==> config.mk <==
export PLATFORM = sky130hd
export DESIGN_NAME = sske_ctrl
export DESIGN_NICKNAME = d
export VERILOG_FILES = /design/src/hw/rtl/sske_pkg.sv /design/src/hw/rtl/sske_ctrl.sv
export SDC_FILE = /design/constraint.sdc
export NUM_CORES = 1
export LEC_CHECK = 0
export BUFFER_PORTS_ARGS = -buffer_cell sky130_fd_sc_hd__buf_2
export CELL_PAD_IN_SITES_DETAIL_PLACEMENT = 1
export CELL_PAD_IN_SITES_GLOBAL_PLACEMENT = 1
export CORE_ASPECT_RATIO = 0.5
export CORE_MARGIN = 8
export CORE_UTILIZATION = 37
export CTS_CLUSTER_SIZE = 30
export DETAILED_ROUTE_END_ITERATION = 12
export GPL_ROUTABILITY_DRIVEN = 0
export HOLD_SLACK_MARGIN = 0.03
export PLACE_DENSITY_LB_ADDON = 0.1
export SLEW_MARGIN = 20
export SYNTH_ARGS = -nofsm -noshare
export SYNTH_HDL_FRONTEND = slang
export SYNTH_SLANG_ARGS = --single-unit
==> constraint.sdc <==
create_clock -name i_clk -period 1.9 [get_ports i_clk]
set_input_delay 0.095 -clock i_clk [delete_from_list [all_inputs] [get_ports i_clk]]
set_output_delay 0.095 -clock i_clk [all_outputs]
set_load 0.01 [all_outputs]
==> src/hw/rtl/sske_pkg.sv <==
`timescale 1ns / 1ps
// Shared types, codes and constants of the sparse SVM kernel evaluator.
package sske_pkg;

    localparam int VECTOR_DEPTH_DEF = 256;

    localparam int CFG_IDX_W  = 2;
    localparam int CFG_DATA_W = 32;

    // Restoring divider: dividend and divisor widths.
    localparam int DIV_W = 49;
    localparam int DEN_W = 34;
    localparam int DIV_CNT_W = $clog2(DIV_W + 1);

    // ln(2) in Q32 and the argument above which e^-u reads as zero.
    localparam logic [35:0] LN2_Q32    = 36'd2977044472;
    localparam logic [50:0] EXP_CUTOFF = 51'd851968;
    localparam logic [3:0]  EXP_K_LAST = 4'd12;

    typedef enum logic [1:0] {
        ACT_CLEAR  = 2'd0,
        ACT_APPEND = 2'd1,
        ACT_Y      = 2'd2,
        ACT_EVAL   = 2'd3
    } t_action;

    typedef enum logic [1:0] {
        KT_LINEAR  = 2'd0,
        KT_POLY    = 2'd1,
        KT_RBF     = 2'd2,
        KT_SIGMOID = 2'd3
    } t_kernel;

    typedef enum logic [1:0] {
        CFG_KERNEL_TYPE = 2'd0,
        CFG_POLY_DEGREE = 2'd1,
        CFG_GAMMA_SCALE = 2'd2,
        CFG_OFFSET_COEF = 2'd3
    } t_cfg_idx;

    typedef enum logic [4:0] {
        OP_NONE,
        OP_CLEAR,
        OP_APPEND,
        OP_LATCH,
        OP_SQ_X,
        OP_SQ_Y,
        OP_SQ_XY,
        OP_ADD_DIST,
        OP_ADD_DIST_ADV,
        OP_ADD_BOTH_ADV,
        OP_GMUL,
        OP_GSUM,
        OP_LINEAR,
        OP_POLY_ONE,
        OP_POLY_SAT,
        OP_POLY_INIT,
        OP_POLY_MUL,
        OP_POLY_FIX,
        OP_POLY_RES,
        OP_EXP_INIT,
        OP_EXP_RED,
        OP_EXP_FIRST,
        OP_EXP_MUL,
        OP_DIV_K,
        OP_DIV_TANH,
        OP_DIV_STEP,
        OP_EXP_ACC,
        OP_EXP_FIN,
        OP_RBF,
        OP_TANH,
        OP_OUT
    } t_op;

    typedef enum logic [4:0] {
        S_IDLE,
        S_MRG_RD,
        S_MRG_CMP,
        S_MRG_ACC_X,
        S_MRG_ACC_XY,
        S_MRG_ACC_Y,
        S_DRN_RD,
        S_DRN_SQ,
        S_DRN_ACC,
        S_G_MUL,
        S_G_SUM,
        S_DISPATCH,
        S_POLY_CHK,
        S_POLY_FIX,
        S_EXP_RED,
        S_EXP_MUL,
        S_EXP_DIVS,
        S_EXP_DIVW,
        S_EXP_FIN,
        S_FINAL,
        S_TANH_W,
        S_OUT
    } t_state;

    typedef struct packed {
        t_kernel ktype;
        logic    ptr_lt_cnt;
        logic    x_lt_y;
        logic    x_eq_y;
        logic    deg_zero;
        logic    a_in_range;
        logic    poly_more;
        logic    exp_zero;
        logic    rem_ge_ln2;
        logic    k_last;
        logic    div_done;
        logic    out_free;
    } t_status;

endpackage

==> src/hw/rtl/sske_ctrl.sv <==
`timescale 1ns / 1ps
// Controller: sequences merge, drain and kernel evaluation steps of the datapath.
module sske_ctrl (
    input  logic              i_clk,
    input  logic              i_rst_n,
    input  logic              i_in_valid,
    input  logic [1:0]        i_in_action,
    output logic              o_in_ready,
    input  sske_pkg::t_status i_status,
    output sske_pkg::t_op     o_op
);
    import sske_pkg::*;

    t_state r_state;
    t_state n_state;

    always_ff @(posedge i_clk) begin
        if (!i_rst_n) begin
            r_state <= S_IDLE;
        end else begin
            r_state <= n_state;
        end
    end

    always_comb begin
        n_state    = r_state;
        o_op       = OP_NONE;
        o_in_ready = 1'b0;
        unique case (r_state)
            S_IDLE: begin
                o_in_ready = 1'b1;
                if (i_in_valid) begin
                    unique case (t_action'(i_in_action))
                        ACT_CLEAR:  o_op = OP_CLEAR;
                        ACT_APPEND: o_op = OP_APPEND;
                        ACT_Y: begin
                            o_op    = OP_LATCH;
                            n_state = S_MRG_RD;
                        end
                        ACT_EVAL: begin
                            o_op    = OP_LATCH;
                            n_state = S_DRN_RD;
                        end
                    endcase
                end
            end
            S_MRG_RD: begin
                if (i_status.ptr_lt_cnt) begin
                    n_state = S_MRG_CMP;
                end else begin
                    o_op    = OP_SQ_Y;
                    n_state = S_MRG_ACC_Y;
                end
            end
            S_MRG_CMP: begin
                priority if (i_status.x_lt_y) begin
                    o_op    = OP_SQ_X;
                    n_state = S_MRG_ACC_X;
                end else if (i_status.x_eq_y) begin
                    o_op    = OP_SQ_XY;
                    n_state = S_MRG_ACC_XY;
                end else begin
                    o_op    = OP_SQ_Y;
                    n_state = S_MRG_ACC_Y;
                end
            end
            S_MRG_ACC_X: begin
                o_op    = OP_ADD_DIST_ADV;
                n_state = S_MRG_RD;
            end
            S_MRG_ACC_XY: begin
                o_op    = OP_ADD_BOTH_ADV;
                n_state = S_IDLE;
            end
            S_MRG_ACC_Y: begin
                o_op    = OP_ADD_DIST;
                n_state = S_IDLE;
            end
            S_DRN_RD: begin
                n_state = i_status.ptr_lt_cnt ? S_DRN_SQ : S_G_MUL;
            end
            S_DRN_SQ: begin
                o_op    = OP_SQ_X;
                n_state = S_DRN_ACC;
            end
            S_DRN_ACC: begin
                o_op    = OP_ADD_DIST_ADV;
                n_state = S_DRN_RD;
            end
            S_G_MUL: begin
                o_op    = OP_GMUL;
                n_state = S_G_SUM;
            end
            S_G_SUM: begin
                o_op    = OP_GSUM;
                n_state = S_DISPATCH;
            end
            S_DISPATCH: begin
                unique case (i_status.ktype)
                    KT_LINEAR: begin
                        o_op    = OP_LINEAR;
                        n_state = S_OUT;
                    end
                    KT_POLY: begin
                        priority if (i_status.deg_zero) begin
                            o_op    = OP_POLY_ONE;
                            n_state = S_OUT;
                        end else if (!i_status.a_in_range) begin
                            o_op    = OP_POLY_SAT;
                            n_state = S_OUT;
                        end else begin
                            o_op    = OP_POLY_INIT;
                            n_state = S_POLY_CHK;
                        end
                    end
                    KT_RBF, KT_SIGMOID: begin
                        o_op    = OP_EXP_INIT;
                        n_state = S_EXP_RED;
                    end
                endcase
            end
            S_POLY_CHK: begin
                if (i_status.poly_more) begin
                    o_op    = OP_POLY_MUL;
                    n_state = S_POLY_FIX;
                end else begin
                    o_op    = OP_POLY_RES;
                    n_state = S_OUT;
                end
            end
            S_POLY_FIX: begin
                o_op    = OP_POLY_FIX;
                n_state = S_POLY_CHK;
            end
            S_EXP_RED: begin
                priority if (i_status.exp_zero) begin
                    n_state = S_EXP_FIN;
                end else if (i_status.rem_ge_ln2) begin
                    o_op = OP_EXP_RED;
                end else begin
                    o_op    = OP_EXP_FIRST;
                    n_state = S_EXP_MUL;
                end
            end
            S_EXP_MUL: begin
                o_op    = OP_EXP_MUL;
                n_state = S_EXP_DIVS;
            end
            S_EXP_DIVS: begin
                o_op    = OP_DIV_K;
                n_state = S_EXP_DIVW;
            end
            S_EXP_DIVW: begin
                if (i_status.div_done) begin
                    o_op    = OP_EXP_ACC;
                    n_state = i_status.k_last ? S_EXP_FIN : S_EXP_MUL;
                end else begin
                    o_op = OP_DIV_STEP;
                end
            end
            S_EXP_FIN: begin
                o_op    = OP_EXP_FIN;
                n_state = S_FINAL;
            end
            S_FINAL: begin
                if (i_status.ktype == KT_RBF) begin
                    o_op    = OP_RBF;
                    n_state = S_OUT;
                end else begin
                    o_op    = OP_DIV_TANH;
                    n_state = S_TANH_W;
                end
            end
            S_TANH_W: begin
                if (i_status.div_done) begin
                    o_op    = OP_TANH;
                    n_state = S_OUT;
                end else begin
                    o_op = OP_DIV_STEP;
                end
            end
            S_OUT: begin
                if (i_status.out_free) begin
                    o_op    = OP_OUT;
                    n_state = S_IDLE;
                end
            end
            default: n_state = S_IDLE;
        endcase
    end

endmodule

==> results by group <==
Timing
  • Fin. max-slew vios: 0
  • Max_slew headroom: 72.4%
  • Setup TNS: -0.0367 ns
  • Tmin final: 1.94 ns
  • Final setup fails: 1
  • Setup Skew: 0.00340 ns
  • Fmax: 516 MHz
  • Unrepaired setup endpoints after global routing: true
  • Final hold viol count: 0
  • Least-Margin Pin Slew: 0.404 ns
  • Setup WS post-layout: -0.0367 ns
  • Final worst-path cycle share: 102%

Logic synthesis
  • Number of synthesis warnings: 0
  • Post-synth ARST share: 0%
  • Cell Area, Synth: 1100 sq um
  • Cell count after synthesis: 180
  • Ys flop type: dfxtp_1
  • Post-synth top cells: nor2_1 (21), o21ai_0 (20), nand2_1 (19), a21oi_1 (11), nand3_1 (10)
  • Number of enable flip-flop cells after synthesis: 0
  • Synthesized area per cell: 6.12 sq um
  • Synthesized flop and latch total: 5
  • Area contributors post-synth: dfxtp_1 (9.1%), o21ai_0 (9.1%), nor2_1 (7.2%), nand2_1 (6.5%), a21oi_1 (5.0%)
  • Post-synth cell types: 51
  • Most frequent cell after synthesis: nor2_1
  • Syn nets: 198
  • Area leader, netlist: dfxtp_1
  • Top cell type's share of synthesized area: 9.09%
  • Seq/Total Area, Yosys: 9.09%

Clocking
  • Clock root buffer master: clkbuf_8
  • # clock sinks: 5
  • H-tree depth: 1
  • Cts bufs inserted: 3
  • Max Buffers Root-to-Sink: 2
  • Clk_lat worst skew: 0.22 ns
  • Clk slew on worst S/H paths: 0.04 ns
  • CTS tree: done
  • Cts hold-fix bufs: 0

Cells and area
  • Syn-to-layout area delta: 40.8%
  • Layout cells sized above 1: 36.0%
  • Multi-input gate area: 953 sq um
  • Fin area: 1550 sq um
  • Antenna cells: 0
  • Largest register FFs: 5
  • # nets final: 241
  • Filler cells: 400
  • End-of-flow core utilization: 53.0%
  • Largest Register: r_state
  • Reg area: 114 sq um
  • Top flop regs: r_state: 5 flops
  • Final non-filler cell total: 262

Run
  • MaxCap Viol Count: 0

Setup path
  • Crit path arrival time: 1.84 ns
  • Crit. End Element: output port
  • Crit-path cells: buf_12 > or4_4 > buf_4 > o221ai_2 > nor2_1 > o21ai_1 > buf_2
  • Nature of the critical path startpoint: flip-flop
  • WS Path Type: reg -> out
  • Slowest cell on the critical path: or4_4
  • CP max stage delay: 0.44 ns
  • Data required time of the critical path: 1.80 ns
  • Maximum fanout along the worst path: 10

Floorplan
  • Width of the die: 93.1 microns
  • Core area: 2930 sq um
  • Initial Utilization: 37.6%
  • Die area: 5080 sq um
  • Die Y: 54.6 microns
  • Io pins: 24
  • Num rows: 14

Placement
  • DP Cell Count: 255
  • Buffers on Ports: 23
  • Cell area after placement: 1400 sq um
  • DP HPWL: 3880 microns

Status
  • Violated checks: negative setup slack
  • Status: finished, violations left

Detailed routing
  • Routed via count: 1,584
  • Wire per inst: 20.2 microns
  • Pre-Repair DR Iteration Count: 4
  • Top Layer Used: met4
  • Met2 wire length: 2200 microns
  • DRT antenna net count: 0
  • Met1 Wirelength: 2690 microns
  • Mean number of vias per cell: 6.05
  • DR WL met3: 318 microns
  • WL final: 5290 microns
  • DRT iter0 DRCs: 151
  • # DRC: 0

Pwr
  • Sequential share of power: 13.9%
  • Switch Pwr: 428 uW
  • Power per cell area: 637 nW/um^2
  • Internal Power: 559 uW
  • Worst vdd ir: 0.000489 V
  • Overall power: 987 uW
  • Switching part of the total power: 43.4%
  • Gate power share: 66.2%
  • Power share of the clock group: 19.9%
  • Lkg Pwr: 0.000610 uW

Global routing
  • Total Routing Usage GR: 21.0%
  • Initial antenna violation count: 0
  • Grt ovf: 0
  • First-pass GRT wire length: 8320 microns
  • Number of global-route vias before repair: 1,557
  • Largest net degree at the start of global routing: 23

Min path
  • Worst Hold Class: in -> reg
cell usage in the layout, fill, tap and decap left out, drive strengths merged, types with 2 or more instances in the layout:
cell type / netlist / final
o22ai: 3 / 3
nor2: 22 / 22
buf: 11 / 52
nand4: 2 / 2
or3: 2 / 2
a21boi: 2 / 2
nor3: 7 / 7
nand2: 20 / 20
nand2b: 6 / 6
dfxtp: 5 / 5
o21a: 2 / 2
nand3b: 2 / 2
clkbuf: 3 / 4
inv: 4 / 4
a21oi: 11 / 11
or3b: 4 / 4
a311oi: 2 / 2
nor4b: 2 / 2
a32oi: 3 / 3
o21ai: 26 / 26
nand3: 10 / 10
a211oi: 3 / 3
nor2b: 9 / 9
layout make-up:
cell class | instances | area share, %
Sequential cell | 5 | 7.34
Tap cell | 40 | 3.23
Timing Repair Buffer | 52 | 24.1
Inverter | 4 | 0.969
Clock buffer | 4 | 2.91
Multi-Input combinational cell | 157 | 61.5
power groups by stage:
stage	logic, uW	registers, uW	clock network [uW]
after floorplan	337	124	0
after global placement	557	137	0
after detailed placement	565	137	0
after CTS	605	137	202
after global routing	708	139	210
final	654	137	196
cells by family (layout without fill, tap and decap cells):
| group | after synthesis | count (layout) | synth area share (%) |
|---|---|---|---|
| buffers and inverters | 18 | 60 | 7.84 |
| flip-flops | 5 | 5 | 9.09 |
| XOR/XNOR | 1 | 1 | 0.796 |
| AND/OR/NAND/NOR | 93 | 93 | 45.9 |
| AO/OA/AOI/OAI | 62 | 62 | 35.5 |
| multiplexers | 1 | 1 | 0.909 |
worst paths after layout:
| check | start | to | slack (ns) | cells after the start |
|---|---|---|---|---|
| setup / recovery | r_state[0]$_SDFFE_PN0P_ | o_op[1] | -0.04 | 7 |
| hold / removal | i_rst_n | r_state[4]$_SDFFE_PN0P_ | 0.19 | 2 |
| setup reg to reg | r_state[0]$_SDFFE_PN0P_ | r_state[2]$_SDFFE_PN0P_ | 0.06 | 7 |
| hold reg to reg | r_state[4]$_SDFFE_PN0P_ | r_state[0]$_SDFFE_PN0P_ | 0.69 | 3 |
stage by stage:
stage	hold slack, ns	setup slack [ns]
2_1_floorplan	0.241	0.340
3_3_place_gp	0.404	0.103
3_5_place_dp	0.415	0.0707
4_1_cts	0.183	-0.0228
5_1_grt	0.212	-0.141
6_report	0.192	-0.0367
what timing repair did:
item                                    in CTS  in global routing
pin swaps                                    4                  4
endpoints found under the setup margin       4                  5
setup buffers                                2                  1
resized for setup                           12                 17
worst max-delay path: cells and delay by family (launching register included):
kind | cells | cell delay, ns
AO/OA/AOI/OAI | 2 | 0.28
buffers and inverters | 3 | 0.46
flip-flops | 1 | 0.35
AND/OR/NAND/NOR | 2 | 0.52
layer usage:
layer | track usage, % | vias to the layer above
met4 | 4.22 | 0
li1 | - | 751
met1 | 30.4 | 765
met3 | 2.19 | 10
met5 | 0 | -
met2 | 33.2 | 58
Power figures use the tool's default switching activity.
